File: src/sv/htn_pkg.sv
// Shared constants, types and helper functions of the height to normal map block.
package htn_pkg;

   // Map geometry and sample format.
   localparam int MAP_SIDE    = 1024;
   localparam int HEIGHT_BITS = 16;

   localparam int CELLS = MAP_SIDE * MAP_SIDE;
   localparam int AW    = $clog2(CELLS);
   localparam int CW    = $clog2(MAP_SIDE);
   localparam int HB    = HEIGHT_BITS;

   // Squared lengths stay below 3 * 2^(2*HB); scaled products carry 16 more bits.
   localparam int QW = 2 * HB + 2;
   localparam int RW = QW + 16;

   // 255 squared scales the right side of every byte threshold test.
   localparam logic [15:0] BYTE_SCALE_SQ = 16'd65025;
   localparam logic [QW-1:0] UNIT_SQ = QW'(1) << (2 * HB);
   localparam logic [RW-1:0] UNIT_RHS = RW'(BYTE_SCALE_SQ) << (2 * HB);

   // Command codes.
   localparam logic CMD_WRITE   = 1'b0;
   localparam logic CMD_COMPUTE = 1'b1;

   // Samples of the five taps read for one pixel.
   typedef struct packed {
      logic [HB-1:0] self;
      logic [HB-1:0] east;
      logic [HB-1:0] west;
      logic [HB-1:0] south;
      logic [HB-1:0] north;
   } taps_type;

   // One normal component under search: sign of its numerator, scaled square, byte so far.
   typedef struct packed {
      logic          neg;
      logic [RW-1:0] rhs;
      logic [7:0]    res;
   } lane_type;

   // Data carried through the byte search pipeline.
   typedef struct packed {
      logic [QW-1:0]     q;
      lane_type [2:0]    lane;
      logic [7:0]        probe;
      logic [7:0]        hbyte;
   } search_type;

   // Reduces a coordinate into the map by subtracting scaled copies of the side.
   function automatic logic [CW-1:0] wrap_coord(input logic [9:0] v);
      logic [12:0] r;
      r = {3'b000, v};
      for (int j = 9; j >= 0; j--) begin
         if ((MAP_SIDE << j) <= 1023) begin
            if (r >= 13'(MAP_SIDE << j)) begin
               r = r - 13'(MAP_SIDE << j);
            end
         end
      end
      return CW'(r);
   endfunction

   // Linear store address of a reduced coordinate pair.
   function automatic logic [AW-1:0] cell_addr(input logic [CW-1:0] x, input logic [CW-1:0] y);
      return AW'(y) * AW'(MAP_SIDE) + AW'(x);
   endfunction

endpackage

File: src/sv/htn_search_step.sv
// One bit of the exact byte search for all three normal components.
module htn_search_step import htn_pkg::*; (
   input  logic       clock,
   input  logic       reset,
   input  logic       in_valid,
   output logic       in_ready,
   input  search_type in_data,
   output logic       out_valid,
   input  logic       out_ready,
   output search_type out_data
);

   typedef struct packed {
      search_type       base;
      logic [2:0]       tpos;
      logic [2:0][7:0]  cand;
      logic [2:0][15:0] tsq;
   } probe_type;

   logic       va_ff, vb_ff;
   logic       ena, enb;
   probe_type  a_ff, a_in;
   search_type b_ff, b_in;

   assign enb      = !vb_ff || out_ready;
   assign ena      = !va_ff || enb;
   assign in_ready = ena;

   always_ff @(posedge clock) begin
      if (reset) begin
         va_ff <= 1'b0;
         vb_ff <= 1'b0;
      end else begin
         if (ena) va_ff <= in_valid;
         if (enb) vb_ff <= va_ff;
      end
   end

   // Candidate byte c and the square of its threshold t = 2c - 255.
   always_comb begin
      logic [7:0] c, tm;
      a_in.base = in_data;
      for (int i = 0; i < 3; i++) begin
         c  = in_data.lane[i].res | in_data.probe;
         tm = {c[7] ? c[6:0] : ~c[6:0], 1'b1};
         a_in.cand[i] = c;
         a_in.tpos[i] = c[7];
         a_in.tsq[i]  = 16'(tm) * 16'(tm);
      end
   end

   // Keep the candidate when t * |n| stays at or below 255 * numerator.
   always_comb begin
      logic [RW-1:0] lhs;
      logic          pass;
      b_in = a_ff.base;
      for (int i = 0; i < 3; i++) begin
         lhs = RW'(a_ff.tsq[i]) * RW'(a_ff.base.q);
         if (!a_ff.tpos[i] && !a_ff.base.lane[i].neg) begin
            pass = 1'b1;
         end else if (a_ff.tpos[i] && a_ff.base.lane[i].neg) begin
            pass = 1'b0;
         end else if (a_ff.tpos[i]) begin
            pass = (lhs <= a_ff.base.lane[i].rhs);
         end else begin
            pass = (a_ff.base.lane[i].rhs <= lhs);
         end
         if (pass) begin
            b_in.lane[i].res = a_ff.cand[i];
         end
      end
      b_in.probe = a_ff.base.probe >> 1;
   end

   always_ff @(posedge clock) begin
      if (ena) a_ff <= a_in;
      if (enb) b_ff <= b_in;
   end

   assign out_valid = vb_ff;
   assign out_data  = b_ff;

endmodule

File: config.mk
export PLATFORM = sky130hd
export DESIGN_NAME = htn_search_step
export DESIGN_NICKNAME = d
export VERILOG_FILES = /design/src/sv/htn_pkg.sv /design/src/sv/htn_search_step.sv
export SDC_FILE = /design/constraint.sdc
export NUM_CORES = 2
export LEC_CHECK = 0
export BUFFER_PORTS_ARGS = -buffer_cell sky130_fd_sc_hd__buf_2
export CELL_PAD_IN_SITES_DETAIL_PLACEMENT = 0
export CELL_PAD_IN_SITES_GLOBAL_PLACEMENT = 1
export CORE_ASPECT_RATIO = 1.4
export CORE_MARGIN = 8
export CORE_UTILIZATION = 45
export CTS_CLUSTER_DIAMETER = 50
export DETAILED_ROUTE_END_ITERATION = 12
export GPL_ROUTABILITY_DRIVEN = 0
export GPL_TIMING_DRIVEN = 1
export PLACE_DENSITY_LB_ADDON = 0.1
export SLEW_MARGIN = 20
export SYNTH_ARGS = -nofsm -noshare
export SYNTH_HDL_FRONTEND = slang
export SYNTH_SLANG_ARGS = --single-unit
export TNS_END_PERCENT = 20
File: constraint.sdc
create_clock -name clock -period 19.6 [get_ports clock]
set_input_delay 3.92 -clock clock [delete_from_list [all_inputs] [get_ports clock]]
set_output_delay 3.92 -clock clock [all_outputs]
set_load 0.01 [all_outputs]
==> summary.md <==
| Metric | Value |
|---|---|
| Status | finished, final reports clean |
| Clock transition at path regs | 0.07 ns |
| Root buffer cell | clkbuf_16 |
| Mapped Area | 72,500 µm² |
| HP Class | reg2reg |
| Mapped Cells | 6,985 |
| Crit end category | register |
| Minimum clock period after layout | 10.98 ns |
| Area leader, netlist | fa_1 |
| Pre-CTS WS | 8.756 ns |
| Worst-Skew Late Latency | 0.71 ns |
| Final WL | 197,400 µm |
| Fillers | 15,220 |
| DRT Pass-1 Iters | 5 |
| Netlist cell types | 88 |
| Htree depth | 3 |
| Largest net degree at the start of global routing | 67 |
| HPWL Detailed | 150,300 µm |
| Clk buf depth | 3 |
| Worst-margin pin slew | 1.039 ns |
| Post-CTS Hold Fix Bufs | 0 |
| Clock Sinks | 520 |
| Max Cap Violations | 0 |
| Placed Area | 76,930 µm² |
| NumNets Final | 9,529 |
| Most frequent CP cell | fa_1 |
| Chip Width | 355.2 µm |
| IO Pins | 460 |
| Synthesis-to-finish area growth | 9.334% |
| Setup ws final | 8.616 ns |
| Synth top area share | 0.3628 |
| Drc violations | 0 |
| Worst Path Arrival | 11.44 ns |
| Cts bufs inserted | 71 |
| Core area | 160,200 µm² |
| Iteration-0 DRC Markers | 2,386 |
| PostCTS Resize Cnt | 0 |
| ANT nets after route | 0 |
| CP top delay family | adder cells |
| Layout cells sized above 1 | 0.09774 |
| Total vias in the final route | 49,780 |
| All-Layer GR Usage | 0.2273 |
| Wirelength per Cell | 20.84 µm |
| Max_slew headroom | 0.3074 |
| Total negative slack | 0 ns |
| Period utilisation layout | 0.5604 |
| Fin Hold WS | 0.4118 ns |
| Max-slew violations | 0 |
| CTS tree | built |
| Mean Syn Cell Area | 10.38 µm² |
| Register area | 15,600 µm² |
| Register area share after synthesis | 0.2151 |
| YS warnings | 0 |
| Post-DR vias/cell | 5.255 |
| FF+latch count, synth | 520 |
| # rows | 174 |
| Crit-path max cell delay | 1.03 ns |
| Peak Freq | 0.09104 GHz |
| Synth top cells by count | 1,389 x inv_1, 1,314 x fa_1, 864 x nand2_1 |
| Ys flop type | edfxtp_1 |
| Die span in y | 490.9 µm |
| Worst-path maximum fanout | 27 |
| Design area | 79,270 µm² |
| Antenna violations before repair | 11 |
| Port bufs | 458 |
| RSZ-0062 raised after global routing | false |
| First-pass GRT wire length | 308,600 µm |
| Die ar. | 174,400 µm² |
| Post-synth ARST share | 0 |
| CP max stage cell | edfxtp_1 |
| Congestion Overflow GR | 0 |
| Most common cell in the netlist | inv_1 |
| Critical path buffers and inverters | 5 |
| Fin. Hold Viols | 0 |
| Initial Util | 0.4525 |
| Setup bufs post-CTS | 0 |
| Final setup vio count | 0 |
| Syn_nets | 9,214 |
| Critical path type | reg2reg |
| Post-synth EDFFs | 518 |
| Area contributors post-synth | fa_1 36%, edfxtp_1 21%, ha_1 12%, inv_1 7.2%, and2_1 5.9% |
| CP Launch Type | register |
| Vias in the first global route | 55,010 |
| WP data required | 20.06 ns |
| Clock Skew | 0.04350 ns |
| Area taken by multi-input logic gates | 50,480 µm² |
-- worst register-to-register path, delay by kind of cell, from the launching register on --
family                   cells  cell delay, ns
AO/OA/AOI/OAI                7            2.13
buffers and inverters        5            0.81
AND/OR/NAND/NOR              7            2.57
adder cells (fa/ha/maj)      8            3.74
flip-flops                   1            1.03
XOR/XNOR                     1            0.09
multiplexers                 1            0.39
-- registers in the layout, summed over array words and instances, names as in the netlist --
name       cells
out_valid      1
a_ff         292
out_data     226
va_ff          1
-- cells by family (layout without fill, tap and decap cells) --
family          Yosys count  count (layout)  share of synthesized area
simple gates           1923            1923                     0.1299
buf+inv                1698            2069                    0.08872
flops                   520             520                     0.2151
compound gates          614             614                    0.05667
xor+xnor                208             208                    0.02513
mux                      23              23                   0.003555
other cells               1               5                 0.00005172
fa+ha+maj              1998            1998                     0.4809
-- final timing paths --
check	startpoint	endpoint	slack [ns]	cells past startpoint
min	a_ff[90]	out_data[14]	0.41	0
max	a_ff[287]	out_data[18]	8.62	29
min reg2reg	a_ff[90]	out_data[14]	0.41	0
max reg2reg	a_ff[287]	out_data[18]	8.62	29
-- routing by layer --
layer	part of all wire	global-route usage	routed length, µm
met1	0.39	0.2710	77280
met5	0.00025	0	49
met3	0.047	0.03222	9335
met2	0.53	0.4217	104700
met4	0.030	0.06770	5950
-- per-stage QoR --
stage | cells | utilization
4_1_cts | 9468 | 0.4947
3_5_place_dp | 9339 | 0.4801
2_1_floorplan | 6985 | -
5_1_grt | 9469 | 0.4947
6_report | 9472 | 0.4947
3_3_place_gp | 9339 | 0.4801
-- layout by cell type, fill, tap and decap left out, types with 77 or more instances in the layout --
cell and count:
inv_1 1388, fa_1 1314, nand2_1 863, ha_1 684, and2_1 680, edfxtp_1 518
buf_2 458, a21oi_1 184, nor2_1 182, a21o_1 144, xnor2_1 132, buf_4 93
o21ai_0 77
-- cell type report --
| cell class | count | share of cell area |
|---|---|---|
| multi-input cells | 4767 | 0.6368 |
| flip-flops and latches | 520 | 0.1967 |
| inverters | 1389 | 0.06587 |
| repair buffers | 551 | 0.03772 |
| well taps | 2112 | 0.03334 |
| clock buffers | 83 | 0.02298 |
| clock inverters | 46 | 0.006392 |
| diodes | 4 | 0.0001263 |
Power is left out: the tool's default activity adds up to more than one toggle a clock period on the data nets, which glitch-free logic cannot reach.
