===== src/sv/htn_pkg.sv =====
// Shared constants, types and helper functions of the height to normal map block.
package htn_pkg;

   // Map geometry and sample format.
   localparam int MAP_SIDE    = 1024;
   localparam int HEIGHT_BITS = 16;

   localparam int CELLS = MAP_SIDE * MAP_SIDE;
   localparam int AW    = $clog2(CELLS);
   localparam int CW    = $clog2(MAP_SIDE);
   localparam int HB    = HEIGHT_BITS;

   // Squared lengths stay below 3 * 2^(2*HB); scaled products carry 16 more bits.
   localparam int QW = 2 * HB + 2;
   localparam int RW = QW + 16;

   // 255 squared scales the right side of every byte threshold test.
   localparam logic [15:0] BYTE_SCALE_SQ = 16'd65025;
   localparam logic [QW-1:0] UNIT_SQ = QW'(1) << (2 * HB);
   localparam logic [RW-1:0] UNIT_RHS = RW'(BYTE_SCALE_SQ) << (2 * HB);

   // Command codes.
   localparam logic CMD_WRITE   = 1'b0;
   localparam logic CMD_COMPUTE = 1'b1;

   // Samples of the five taps read for one pixel.
   typedef struct packed {
      logic [HB-1:0] self;
      logic [HB-1:0] east;
      logic [HB-1:0] west;
      logic [HB-1:0] south;
      logic [HB-1:0] north;
   } taps_type;

   // One normal component under search: sign of its numerator, scaled square, byte so far.
   typedef struct packed {
      logic          neg;
      logic [RW-1:0] rhs;
      logic [7:0]    res;
   } lane_type;

   // Data carried through the byte search pipeline.
   typedef struct packed {
      logic [QW-1:0]     q;
      lane_type [2:0]    lane;
      logic [7:0]        probe;
      logic [7:0]        hbyte;
   } search_type;

   // Reduces a coordinate into the map by subtracting scaled copies of the side.
   function automatic logic [CW-1:0] wrap_coord(input logic [9:0] v);
      logic [12:0] r;
      r = {3'b000, v};
      for (int j = 9; j >= 0; j--) begin
         if ((MAP_SIDE << j) <= 1023) begin
            if (r >= 13'(MAP_SIDE << j)) begin
               r = r - 13'(MAP_SIDE << j);
            end
         end
      end
      return CW'(r);
   endfunction

   // Linear store address of a reduced coordinate pair.
   function automatic logic [AW-1:0] cell_addr(input logic [CW-1:0] x, input logic [CW-1:0] y);
      return AW'(y) * AW'(MAP_SIDE) + AW'(x);
   endfunction

endpackage


===== src/sv/htn_slope.sv =====
// Central differences, their squares and the squared normal length.
module htn_slope import htn_pkg::*; (
   input  logic       clock,
   input  logic       reset,
   input  logic       in_valid,
   output logic       in_ready,
   input  taps_type   in_data,
   output logic       out_valid,
   input  logic       out_ready,
   output search_type out_data
);

   typedef struct packed {
      logic [HB:0] mx;
      logic [HB:0] my;
      logic        nx;
      logic        ny;
      logic [7:0]  hbyte;
   } diff_type;

   typedef struct packed {
      logic [QW-1:0] sqx;
      logic [QW-1:0] sqy;
      logic          nx;
      logic          ny;
      logic [7:0]    hbyte;
   } square_type;

   logic       v2_ff, v3_ff, v4_ff;
   logic       en2, en3, en4;
   diff_type   s2_ff, s2_in;
   square_type s3_ff, s3_in;
   search_type s4_ff, s4_in;

   assign en4      = !v4_ff || out_ready;
   assign en3      = !v3_ff || en4;
   assign en2      = !v2_ff || en3;
   assign in_ready = en2;

   always_ff @(posedge clock) begin
      if (reset) begin
         v2_ff <= 1'b0;
         v3_ff <= 1'b0;
         v4_ff <= 1'b0;
      end else begin
         if (en2) v2_ff <= in_valid;
         if (en3) v3_ff <= v2_ff;
         if (en4) v4_ff <= v3_ff;
      end
   end

   // Differences as magnitude and the sign of the negated difference.
   always_comb begin
      logic signed [HB:0] dx, dy;
      logic [HB+7:0]      scaled;
      dx = $signed({1'b0, in_data.east}) - $signed({1'b0, in_data.west});
      dy = $signed({1'b0, in_data.south}) - $signed({1'b0, in_data.north});
      s2_in.mx = dx[HB] ? (HB+1)'(-dx) : (HB+1)'(dx);
      s2_in.my = dy[HB] ? (HB+1)'(-dy) : (HB+1)'(dy);
      s2_in.nx = !dx[HB] && (dx != '0);
      s2_in.ny = !dy[HB] && (dy != '0);
      scaled   = {in_data.self, 8'h00} - (HB+8)'(in_data.self);
      s2_in.hbyte = 8'(scaled >> HB);
   end

   // Squares of the differences.
   always_comb begin
      s3_in.sqx   = QW'(s2_ff.mx) * QW'(s2_ff.mx);
      s3_in.sqy   = QW'(s2_ff.my) * QW'(s2_ff.my);
      s3_in.nx    = s2_ff.nx;
      s3_in.ny    = s2_ff.ny;
      s3_in.hbyte = s2_ff.hbyte;
   end

   // Squared length and the scaled numerator squares that start the search.
   always_comb begin
      s4_in.q            = s3_ff.sqx + s3_ff.sqy + UNIT_SQ;
      s4_in.lane[0].neg  = s3_ff.nx;
      s4_in.lane[0].rhs  = RW'(BYTE_SCALE_SQ) * RW'(s3_ff.sqx);
      s4_in.lane[0].res  = 8'h00;
      s4_in.lane[1].neg  = s3_ff.ny;
      s4_in.lane[1].rhs  = RW'(BYTE_SCALE_SQ) * RW'(s3_ff.sqy);
      s4_in.lane[1].res  = 8'h00;
      s4_in.lane[2].neg  = 1'b0;
      s4_in.lane[2].rhs  = UNIT_RHS;
      s4_in.lane[2].res  = 8'h00;
      s4_in.probe        = 8'h80;
      s4_in.hbyte        = s3_ff.hbyte;
   end

   always_ff @(posedge clock) begin
      if (en2) s2_ff <= s2_in;
      if (en3) s3_ff <= s3_in;
      if (en4) s4_ff <= s4_in;
   end

   assign out_valid = v4_ff;
   assign out_data  = s4_ff;

endmodule


===== config.mk =====
export PLATFORM = sky130hd
export DESIGN_NAME = htn_slope
export DESIGN_NICKNAME = d
export VERILOG_FILES = /design/src/sv/htn_pkg.sv /design/src/sv/htn_slope.sv
export SDC_FILE = /design/constraint.sdc
export NUM_CORES = 2
export LEC_CHECK = 0
export BUFFER_PORTS_ARGS = -buffer_cell sky130_fd_sc_hd__buf_2
export CORE_MARGIN = 4
export CORE_UTILIZATION = 55
export DETAILED_ROUTE_END_ITERATION = 8
export PLACE_DENSITY = 0.77
export SYNTH_ARGS = -nofsm -noshare
export SYNTH_HDL_FRONTEND = slang
export SYNTH_SLANG_ARGS = --single-unit

===== constraint.sdc =====
create_clock -name clock -period 6.54 [get_ports clock]
set_input_delay 0.327 -clock clock [delete_from_list [all_inputs] [get_ports clock]]
set_output_delay 0.327 -clock clock [all_outputs]
set_load 0.01 [all_outputs]

==> run_results.csv <==
group,metric,value,unit
cts,clock_sinks,265,
sta,period_share,98.2,%
detailed_routing,num_vias,28300,
cts,htree_levels,2,
worst_setup_path,path_class,"flop to flop",
logic_synthesis,ys_seq_area_share,18.7,%
final_layout,finish.net_count,5761,
logic_synthesis,yosys.area_share.simple,7.76,%
worst_hold_path,holdPathEnd,"s2_ff[5]",
logic_synthesis,synth.largest_area_cell,"fa_1",
worst_hold_path,hold_start,"in_data[77]",
worst_setup_path,r2r_start,"s2_ff[17]",
logic_synthesis,postSynthCellCount,4022,
worst_setup_path,reg2regPathDepth,22,
sta,setup_violations,0,
grt,grt_pass1_wl,151000,um
detailed_routing,ant_nets,0,
detailed_routing,drc,0,
cts,clk_pin_slew_worst_paths,0.06,ns
die,coreArea,76100,um2
logic_synthesis,async_reset_ff_share,0,%
grt,overflow,0,
cts,cts_inserted_buffers,35,
place,portBuffers,227,
logic_synthesis,synth_compound_area_share,8.22,%
sta,slew_violations,0,
detailed_routing,drt_iter0_drc,1629,
run,drv_cap,0,
sta,clock.fmax,0.156,GHz
worst_setup_path,endpoint_kind,"flop",
cts,cts-root-buf,"clkbuf_16",
detailed_routing,drt-total-wl,91500,um
cts,clock_path_buffers,3,
sta,maxSlewHeadroom,28.9,%
die,die_y,285,um
cts,worstSkewPairLatency,0.56,ns
detailed_routing,vias_per_cell,5.22,
die,io_pins,313,
sta,worst_pin_slew,1.07,ns
logic_synthesis,synth_cell_types,83,
final_layout,post_route_cells_drive_above_1_share,11.7,%
logic_synthesis,avgSynthCellArea,10.5,um2
sta,hold_viol_final,0,
logic_synthesis,synth_area_leaders,"fa_1 (32%), ha_1 (19%), edfxtp_1 (19%), inv_1 (7.8%), xnor2_1 (3.6%)",
sta,rsz0062_at_grt,"true",
sta,period_minus_slack,6.42,ns
logic_synthesis,synth-seq-cells,265,
grt,grt_pass1_vias,30100,
logic_synthesis,synth_top_family_by_area,"adder cells",
logic_synthesis,yosys_warnings,0,
worst_setup_path,cp_max_fo,6,
final_layout,n_fill_cell,6177,
worst_hold_path,hold_depth,2,
logic_synthesis,yosysTopAreaCellShare,31.8,%
grt,antenna_found_initial,0,
detailed_routing,wire_per_inst,16.8,um
worst_setup_path,setup.worst_path.start_class,"flop",
die,rows,101,
place,gp_congestion,0.907,
detailed_routing,drt-pass1-iter-count,5,
worst_setup_path,critPathArrivalTime,6.72,ns
sta,finClkSkew,0.0139,ns
die,start_util,55.6,%
worst_setup_path,reg2reg_to,"s3_ff[42]",
final_layout,syn_to_final_growth,10.4,%
logic_synthesis,muxShareOfSynthArea,0.127,%
sta,whs,0.111,ns
outcome,outcome,"finished clean",
worst_setup_path,worstPathRequired,6.84,ns
logic_synthesis,syn_area,42300,um2
logic_synthesis,synth-adder-area-share,50.4,%
worst_hold_path,hp-class,"input pin to flop",
logic_synthesis,synthFlopType,"edfxtp_1",
worst_setup_path,rrSetupSlack,0.12,ns
place,dp_hpwl,77400,um
grt,grt_max_degree,84,
die,die_w,285,um
logic_synthesis,synthXorXnorAreaFrac,4.93,%
grt,track_usage,22.8,%
cts,cts_tree,"built",
final_layout,n_antenna_cell,0,
logic_synthesis,synth_edf_count,262,
die,die_area,81400,um2
[layout by cell type, fill, tap and decap left out, types with 27 or more instances in the layout]
cell type | synthesis | final
inv_1 | 882 | 872
fa_1 | 672 | 667
ha_1 | 629 | 624
edfxtp_1 | 262 | 262
buf_2 | 2 | 227
nand2_1 | 227 | 219
xnor2_1 | 176 | 175
a21oi_1 | 149 | 142
nor2_1 | 138 | 135
buf_4 | 85 | 131
and2_1 | 109 | 105
a21o_1 | 92 | 92
conb_1 | 2 | 86
o21ai_0 | 84 | 82
xor2_1 | 62 | 62
clkbuf_16 | 0 | 36
nor2b_1 | 33 | 33
o21bai_1 | 31 | 30
nand3_1 | 31 | 29
o21a_1 | 30 | 29
nor3_1 | 27 | 27
[sequential cells by signal, indices dropped and copies added (netlist names)]
register / count
out_data: 142
s3_ff: 76
s2_ff: 44
out_valid: 1
v2_ff: 1
v3_ff: 1
[synth_stat cells, types with 4 or more instances]
library cell	n
fa_1	672
nor4_1	9
inv_1	882
ha_1	629
nor3_1	27
o21a_1	30
a211oi_1	16
a221oi_1	4
nand4_1	22
nand2_1	227
o21bai_1	31
a41oi_1	6
o21ai_0	84
o211ai_1	4
and3_1	15
xnor2_1	176
buf_4	85
edfxtp_1	262
nor2_1	138
a2111oi_0	4
o31ai_1	10
or3_1	10
o21ai_1	8
nand3_1	31
nand2b_1	21
xor2_1	62
nand3b_1	4
o31a_1	5
clkbuf_1	48
a21oi_1	149
and2_1	109
and4_1	4
a21o_1	92
nor2b_1	33
or2_2	10
a31oi_1	24
[what timing repair did]
item                                    4_1_cts  5_1_grt
hold endpoints to repair                      3        0
endpoints found under the setup margin        3       21
pin swaps                                     8       13
gates resized for setup                       6       60
buffers inserted                              8       45
hold buffers                                  2        0
[kinds of logic after synthesis]
group	Yosys count
compound gates	519
fa+ha+maj	1301
other cells	2
buf+inv	1018
flops	265
mux	5
simple gates	674
xor+xnor	238
[area by class of cell]
type	count	area, um2	share of cell area (%)
Multi-Input combinational cell	2823	30800	65.9
Clock inverter	21	218	0.466
Timing Repair Buffer	368	2230	4.77
Clock buffer	42	933	2.00
Inverter	883	3320	7.11
Sequential cell	265	7930	17.0
Tap cell	1030	1290	2.76
[worst max-delay path: stages (launching register included)]
cell and delay (ns):
edfxtp_1 0.56, nand2_1 0.12, buf_4 0.16, fa_1 0.50
inv_1 0.06, fa_1 0.50, fa_2 0.59, fa_2 0.44
fa_1 0.49, inv_1 0.05, fa_1 0.47, inv_1 0.04
ha_1 0.19, a21o_1 0.18, a21o_1 0.18, a21oi_2 0.17
o22ai_1 0.11, o21bai_4 0.18, o41a_1 0.35, a41o_1 0.23
o41ai_4 0.29, o21ai_1 0.14, xor2_1 0.19
[how the worst max path moves through the flow]
stage / startpoint / end / cells past startpoint
after global routing: s2_ff[12] / s3_ff[40] / 24
after global placement: s2_ff[14] / s3_ff[40] / 23
final: s2_ff[17] / s3_ff[42] / 22
after floorplan: s2_ff[14] / s3_ff[40] / 24
after CTS: s2_ff[14] / s3_ff[40] / 22
after detailed placement: s2_ff[14] / s3_ff[40] / 23
[metrics by stage]
step,cells,setup TNS (ns),setup slack (ns),area [um2],util [%]
6_report,5432,0,0.120,46700,61.4
5_1_grt,5432,-0.317,-0.128,46700,61.4
4_1_cts,5387,0,0.00863,46100,60.7
3_5_place_dp,5314,-0.222,-0.120,44900,59.0
3_3_place_gp,5314,0,0.0404,44900,59.0
2_1_floorplan,4106,0,0.0368,42600,-
[layer usage]
| layer | global-route usage, % | part of all wire [%] | vias up |
|---|---|---|---|
| met2 | 36.9 | 46 | 847 |
| met4 | 7.41 | 3.6 | 0 |
| li1 | - | - | 13500 |
| met5 | 0 | 0 | - |
| met3 | 4.52 | 7.1 | 150 |
| met1 | 31.0 | 43 | 13800 |
Power is not shown: default switching activity piles up to over one toggle a cycle in this logic, so the estimate is an artifact.
